==> src/design/bse_pkg.sv <==
// ----------------------------------------------------------------------------
// Bubble sort package
// Widths, sizes and the record types that pass along the chain of sort cells.
// ----------------------------------------------------------------------------
package bse_pkg;

  localparam int CAPACITY      = 16;
  localparam int ELEMENT_WIDTH = 32;
  localparam int CNT_W         = $clog2(CAPACITY + 1);

  typedef logic signed [ELEMENT_WIDTH-1:0] elem_val_t;

  // Contents held by one cell.
  typedef struct packed {
    logic      occ;
    elem_val_t val;
  } elem_t;

  // A request travelling to the right-hand neighbour during loading.
  typedef struct packed {
    logic      vld;
    elem_val_t val;
  } link_t;

endpackage

==> src/design/bse_in_if.sv <==
// ----------------------------------------------------------------------------
// Input channel
// Valid/ready channel that carries one element of a set and its end mark.
// ----------------------------------------------------------------------------
interface bse_in_if;
  logic                 valid;
  logic                 ready;
  bse_pkg::elem_val_t   value;
  logic                 last_of_set;

  modport source (output valid, output value, output last_of_set, input ready);
  modport sink   (input valid, input value, input last_of_set, output ready);
endinterface

==> src/design/bse_out_if.sv <==
// ----------------------------------------------------------------------------
// Result channel
// Valid/ready channel that carries one sorted element and its end mark.
// ----------------------------------------------------------------------------
interface bse_out_if;
  logic                 valid;
  logic                 ready;
  bse_pkg::elem_val_t   sorted_value;
  logic                 last_of_run;

  modport source (output valid, output sorted_value, output last_of_run, input ready);
  modport sink   (input valid, input sorted_value, input last_of_run, output ready);
endinterface

==> src/design/bse_cell.sv <==
// ----------------------------------------------------------------------------
// Sort cell
// Holds one element. While loading it keeps the smaller of its own element and
// an arriving one and hands the larger to the right; while draining it takes
// the contents of its right-hand neighbour.
// ----------------------------------------------------------------------------
module bse_cell (
  input  logic           clk,
  input  logic           rst_n,
  input  logic           shift,
  input  bse_pkg::link_t link_in,
  input  bse_pkg::elem_t right_in,
  output bse_pkg::link_t link_out,
  output bse_pkg::elem_t elem_out
);

  logic               occ_r, occ_nxt;
  bse_pkg::elem_val_t val_r, val_nxt;
  logic               pass_vld_r, pass_vld_nxt;
  bse_pkg::elem_val_t pass_val_r, pass_val_nxt;

  always_comb begin
    occ_nxt      = occ_r;
    val_nxt      = val_r;
    pass_vld_nxt = 1'b0;
    pass_val_nxt = pass_val_r;
    if (shift) begin
      occ_nxt = right_in.occ;
      val_nxt = right_in.val;
    end else if (link_in.vld) begin
      if (!occ_r) begin
        occ_nxt = 1'b1;
        val_nxt = link_in.val;
      end else if ($signed(link_in.val) < $signed(val_r)) begin
        val_nxt      = link_in.val;
        pass_vld_nxt = 1'b1;
        pass_val_nxt = val_r;
      end else begin
        pass_vld_nxt = 1'b1;
        pass_val_nxt = link_in.val;
      end
    end
  end

  always_ff @(posedge clk) begin
    if (!rst_n) begin
      occ_r      <= 1'b0;
      pass_vld_r <= 1'b0;
    end else begin
      occ_r      <= occ_nxt;
      pass_vld_r <= pass_vld_nxt;
    end
    val_r      <= val_nxt;
    pass_val_r <= pass_val_nxt;
  end

  assign link_out.vld = pass_vld_r;
  assign link_out.val = pass_val_r;
  assign elem_out.occ = occ_r;
  assign elem_out.val = val_r;

endmodule

==> src/design/bubble_sort_early_exit.sv <==
// ----------------------------------------------------------------------------
// Bubble sort with early exit
// Collects a marked set of signed elements and returns it in ascending order.
// ----------------------------------------------------------------------------
// A set of N elements is taken one per cycle into a chain of CAPACITY cells,
// each of which keeps the smaller value and hands the larger one to its
// right-hand neighbour; elements beyond CAPACITY are dropped. After the marked
// element the block accepts nothing while the last values travel along the
// chain, then gives one result per cycle while results are taken, smallest
// first, the chain shifting left by one cell per result. No new set is
// accepted until the last result has been taken.
module bubble_sort_early_exit (
  input  logic      clk,
  input  logic      rst_n,
  bse_in_if.sink    in_ch,
  bse_out_if.source out_ch
);

  typedef enum logic [1:0] {
    ST_LOAD,
    ST_SETTLE,
    ST_DRAIN
  } state_t;

  state_t                      state_r;
  logic [bse_pkg::CNT_W-1:0]   count_r;
  bse_pkg::link_t              link [bse_pkg::CAPACITY+1];
  bse_pkg::elem_t              cell_st [bse_pkg::CAPACITY];
  logic [bse_pkg::CAPACITY-1:0] in_flight;
  logic                        in_acc;
  logic                        out_acc;
  logic                        room;
  logic                        shift;

  assign room    = (count_r < bse_pkg::CNT_W'(bse_pkg::CAPACITY));
  assign in_acc  = in_ch.valid && in_ch.ready;
  assign out_acc = out_ch.valid && out_ch.ready;
  assign shift   = out_acc;

  assign link[0].vld = in_acc && room;
  assign link[0].val = in_ch.value;

  for (genvar i = 0; i < bse_pkg::CAPACITY; i++) begin : g_cell
    bse_pkg::elem_t right;
    if (i == bse_pkg::CAPACITY - 1) begin : g_end
      assign right = '0;
    end else begin : g_mid
      assign right = cell_st[i+1];
    end
    bse_cell u_cell (
      .clk      (clk),
      .rst_n    (rst_n),
      .shift    (shift),
      .link_in  (link[i]),
      .right_in (right),
      .link_out (link[i+1]),
      .elem_out (cell_st[i])
    );
    assign in_flight[i] = link[i+1].vld;
  end

  always_ff @(posedge clk) begin
    if (!rst_n) begin
      state_r <= ST_LOAD;
      count_r <= '0;
    end else begin
      case (state_r)
        ST_LOAD: begin
          if (in_acc) begin
            if (in_ch.last_of_set) begin
              state_r <= ST_SETTLE;
              count_r <= '0;
            end else if (room) begin
              count_r <= count_r + 1'b1;
            end
          end
        end
        ST_SETTLE: begin
          if (!(|in_flight)) begin
            state_r <= ST_DRAIN;
          end
        end
        ST_DRAIN: begin
          if (out_acc && out_ch.last_of_run) begin
            state_r <= ST_LOAD;
          end
        end
        default: begin
          state_r <= ST_LOAD;
        end
      endcase
    end
  end

  assign in_ch.ready         = (state_r == ST_LOAD);
  assign out_ch.valid        = (state_r == ST_DRAIN);
  assign out_ch.sorted_value = cell_st[0].val;
  assign out_ch.last_of_run  = !cell_st[1].occ;

endmodule
==> src/flat_wrapper.sv <==
// flat-port wrapper written by rule: the top's interface ports become plain ports
module bubble_sort_early_exit_flat 
  (clk, rst_n, in_ch_valid, in_ch_value, in_ch_last_of_set, in_ch_ready, out_ch_valid, out_ch_sorted_value, out_ch_last_of_run, out_ch_ready);
  bse_in_if in_ch_i ();
  bse_out_if out_ch_i ();
  input  logic clk;
  input  logic rst_n;
  input wire logic [$bits(in_ch_i.valid)-1:0] in_ch_valid;
  input wire logic [$bits(in_ch_i.value)-1:0] in_ch_value;
  input wire logic [$bits(in_ch_i.last_of_set)-1:0] in_ch_last_of_set;
  output wire logic [$bits(in_ch_i.ready)-1:0] in_ch_ready;
  output wire logic [$bits(out_ch_i.valid)-1:0] out_ch_valid;
  output wire logic [$bits(out_ch_i.sorted_value)-1:0] out_ch_sorted_value;
  output wire logic [$bits(out_ch_i.last_of_run)-1:0] out_ch_last_of_run;
  input wire logic [$bits(out_ch_i.ready)-1:0] out_ch_ready;
  assign in_ch_i.valid = in_ch_valid;
  assign in_ch_i.value = in_ch_value;
  assign in_ch_i.last_of_set = in_ch_last_of_set;
  assign in_ch_ready = in_ch_i.ready;
  assign out_ch_valid = out_ch_i.valid;
  assign out_ch_sorted_value = out_ch_i.sorted_value;
  assign out_ch_last_of_run = out_ch_i.last_of_run;
  assign out_ch_i.ready = out_ch_ready;
  bubble_sort_early_exit u_core (.clk(clk), .rst_n(rst_n), .in_ch(in_ch_i), .out_ch(out_ch_i));
endmodule
==> config.mk <==
export PLATFORM = sky130hd
export DESIGN_NAME = bubble_sort_early_exit_flat
export DESIGN_NICKNAME = d
export VERILOG_FILES = /design/src/design/bse_pkg.sv /design/src/design/bse_in_if.sv /design/src/design/bse_out_if.sv /design/src/design/bse_cell.sv /design/src/design/bubble_sort_early_exit.sv /design/src/flat_wrapper.sv
export SDC_FILE = /design/constraint.sdc
export NUM_CORES = 2
export LEC_CHECK = 0
export BUFFER_PORTS_ARGS = -buffer_cell sky130_fd_sc_hd__buf_2
export CORE_MARGIN = 5
export CORE_UTILIZATION = 40
export DETAILED_ROUTE_END_ITERATION = 8
export PLACE_DENSITY = 0.58
export SLEW_MARGIN = 40
export SYNTH_ARGS = -nofsm -noshare
export SYNTH_HDL_FRONTEND = slang
export SYNTH_SLANG_ARGS = --single-unit
==> constraint.sdc <==
create_clock -name clk -period 6.42 [get_ports clk]
set_clock_uncertainty 0.15 [all_clocks]
set_input_delay 0.642 -clock clk [delete_from_list [all_inputs] [get_ports clk]]
set_output_delay 0.642 -clock clk [all_outputs]
set_load 0.02 [all_outputs]
==> results.txt <==
Top cell by count, worst path: buf_4
# setup viols final: 0
DR WL/cell: 20.1 um
Worst path max stage delay: 0.44 ns
dominant synthesized flop cell: edfxtp_1
Worst setup EP type: flip-flop
crit-path cells: ha_1, a2111oi_0, nand2_1, a31oi_1, o21ai_0, a211oi_1, mux2i_4, buf_4, a31oi_4, buf_4
top post-synthesis cells by area: edfxtp_1 (52%), ha_1 (11%), mux2_2 (8.5%)
antenna violations before repair: 3
vias per cell: 5.36
critical path launch point type: flip-flop
Layout area overhead: 10.9%
die area: 0.147 mm^2
Yosys cell types: 67
MaxCap Viol Count: 0
Final ANT Viol Nets: 0
DR iter-0 viols: 2731
Hold-fix buffers, CTS: 0
first-pass GRT wire length: 210 mm
setup slack after placement: 2.37 ns
H-tree levels: 3
clk root buf: clkbuf_16
Crit path max-delay family: compound AO/OA/AOI/OAI gates
period utilization: 62.4%
Critical Path RT: 6.60 ns
Clk Latency, worst-skew pair: 0.73 ns
sequential fraction of the synthesis area: 54.4%
Layout Nets: 5393
pwr dens: 240 mW/mm^2
ant diodes: 0
EDFF count, synth: 960
CP arrival: 4.19 ns
count leader, synth: edfxtp_1
vias in the first global route: 36000
routability cong.: 0.805
NetSw: 3.28 mW
fillers: 12700
final wirelength: 135 mm
final hold viol count: 0
core area: 0.138 mm^2
Internal: 11.5 mW
clk slew on worst S/H paths: 0.06 ns
DRC: 0
Mapped Area: 0.0556 mm^2
Worst Path Buf+Inv: 2
fin worst setup slack: 2.41 ns
TritonCTS buffer count: 111
Initial Utilization: 40.3%
pin count of the biggest net entering global routing: 225
postcts setup bufs: 0
YS warnings: 0
status: finished, final reports clean
count of port buffers added during placement: 71
RSZ-0062 raised after global routing: no
Worst VDD drop: 212 uV
row count: 136
top cell type by total area after synthesis: edfxtp_1
CTS resizes: 0
WS Path Type: flip-flop to flip-flop
Logic pwr share: 5.2%
P_leak: 25.1 nW
chip height: 383 um
fin. max-slew vios: 0
DRT Pass-1 Iters: 5
commonest cells in the netlist: edfxtp_1 (960), nand2_1 (623), o21ai_0 (553), inv_1 (519), ha_1 (497)
CP max-delay cell: a211oi_1
syn_area_per_cell: 11.5 um^2
Sink Count: 1031
register area: 0.0302 mm^2
share of cells above drive strength 1: 16.5%
maximum buffer depth of the clock tree: 3
switching fraction of total power: 22.2%
syn nets: 5370
fin crit period: 4.01 ns
detailed placement HPWL: 97.6 mm
Max transition margin: 40.4%
register bit total from synthesis: 1031
Synth top area share: 51.9%
clock share of power: 44.2%
Max FO, Critical Path: 32
max frequency: 250 MHz
cells after synthesis: 4836
Die W: 383 um
Reg power frac: 50.6%
multi-input logic area: 0.0226 mm^2
CTS tree: built
Vias: 36200
boundary pin count: 72
worst-margin pin slew: 0.891 ns
Final TNS setup: 0 ns
aggregate global-route resource usage: 18.0%
grt total ovfl: 0
Post-synth ARST share: 0%
worst hold path type: input pin to flip-flop
[cells in the final DEF, fill, tap and decap left out, drive strengths merged, types with 48 or more instances in the layout]
| cell type | synthesis | final |
|---|---|---|
| edfxtp | 960 | 960 |
| nand2 | 623 | 623 |
| o21ai | 555 | 555 |
| inv | 519 | 520 |
| ha | 497 | 497 |
| mux2 | 449 | 449 |
| nor2 | 168 | 168 |
| a21oi | 153 | 153 |
| clkbuf | 149 | 144 |
| buf | 72 | 131 |
| nand4 | 74 | 74 |
| dfxtp | 71 | 71 |
| nand3 | 67 | 67 |
| a21o | 63 | 63 |
| clkinv | 0 | 48 |
[worst paths after layout]
| path | startpoint | endpoint | slack, ns | depth (start not counted) |
|---|---|---|---|---|
| max reg2reg | u_core.g_cell[5].u_cell.pass_val_r[15] | u_core.g_cell[6].u_cell.val_r[13] | 2.41 | 10 |
| min | in_ch_value[0] | u_core.g_cell[0].u_cell.val_r[0] | 0.09 | 3 |
| min reg2reg | u_core.g_cell[15].u_cell.val_r[0] | u_core.g_cell[15].u_cell.val_r[0] | 0.34 | 2 |
| max | u_core.g_cell[5].u_cell.pass_val_r[15] | u_core.g_cell[6].u_cell.val_r[13] | 2.41 | 10 |
[flip-flops by register name (all words and copies together) (netlist names)]
signal,cells
u_core.g_cell.u_cell.val_r,512
u_core.g_cell.u_cell.occ_r,16
u_core.state_r,2
u_core.g_cell.u_cell.pass_vld_r,16
u_core.count_r,5
u_core.g_cell.u_cell.pass_val_r,480
[cell type report]
| type | instances | area share [%] |
|---|---|---|
| Tap cell | 1794 | 3.64 |
| Sequential cell | 1031 | 49.1 |
| Inverter | 519 | 3.16 |
| Timing Repair Buffer | 131 | 1.50 |
| Clock inverter | 65 | 1.15 |
| Multi-Input combinational cell | 3065 | 36.6 |
| Clock buffer | 144 | 4.83 |
[per-layer routing]
layer	GRT usage [%]	routed length (um)
met1	24.8	62400
met2	30.1	64400
met3	2.76	5580
met4	4.18	3020
met5	0	15
[cells by family after synthesis]
kind of cell | synth area share (%)
compound gates | 11.2
fa+ha+maj | 11.2
buf+inv | 5.36
flops | 54.4
mux | 9.39
simple gates | 8.49
[metrics by stage]
stage | utilization [%] | instance area [um^2] | cells | power (mW) | hold slack (ns)
2_1_floorplan | - | 55600 | 4836 | 8.19 | 0.295
3_3_place_gp | 41.9 | 57800 | 6534 | 8.39 | 0.316
3_5_place_dp | 42.0 | 57800 | 6536 | 8.41 | 0.326
4_1_cts | 44.6 | 61500 | 6745 | 15.0 | 0.0232
5_1_grt | 44.7 | 61600 | 6749 | 15.4 | 0.0505
6_report | 44.7 | 61600 | 6749 | 14.8 | 0.0875
[power by group through the flow]
stage	Combinational (mW)	Clock [mW]	Sequential, mW
after floorplan	0.575	0	7.61
after global placement	0.761	0	7.63
after detailed placement	0.775	0	7.63
after CTS	0.780	6.70	7.49
after global routing	0.876	6.98	7.50
final	0.775	6.55	7.49
[worst register-to-register path, cell delays in order (launching register included)]
cell	delay, ns
edfxtp_1	0.43
ha_1	0.35
a2111oi_0	0.42
nand2_1	0.10
a31oi_1	0.19
o21ai_0	0.20
a211oi_1	0.44
mux2i_4	0.33
buf_4	0.33
a31oi_4	0.22
buf_4	0.44
(Power assumes the default switching activity.)
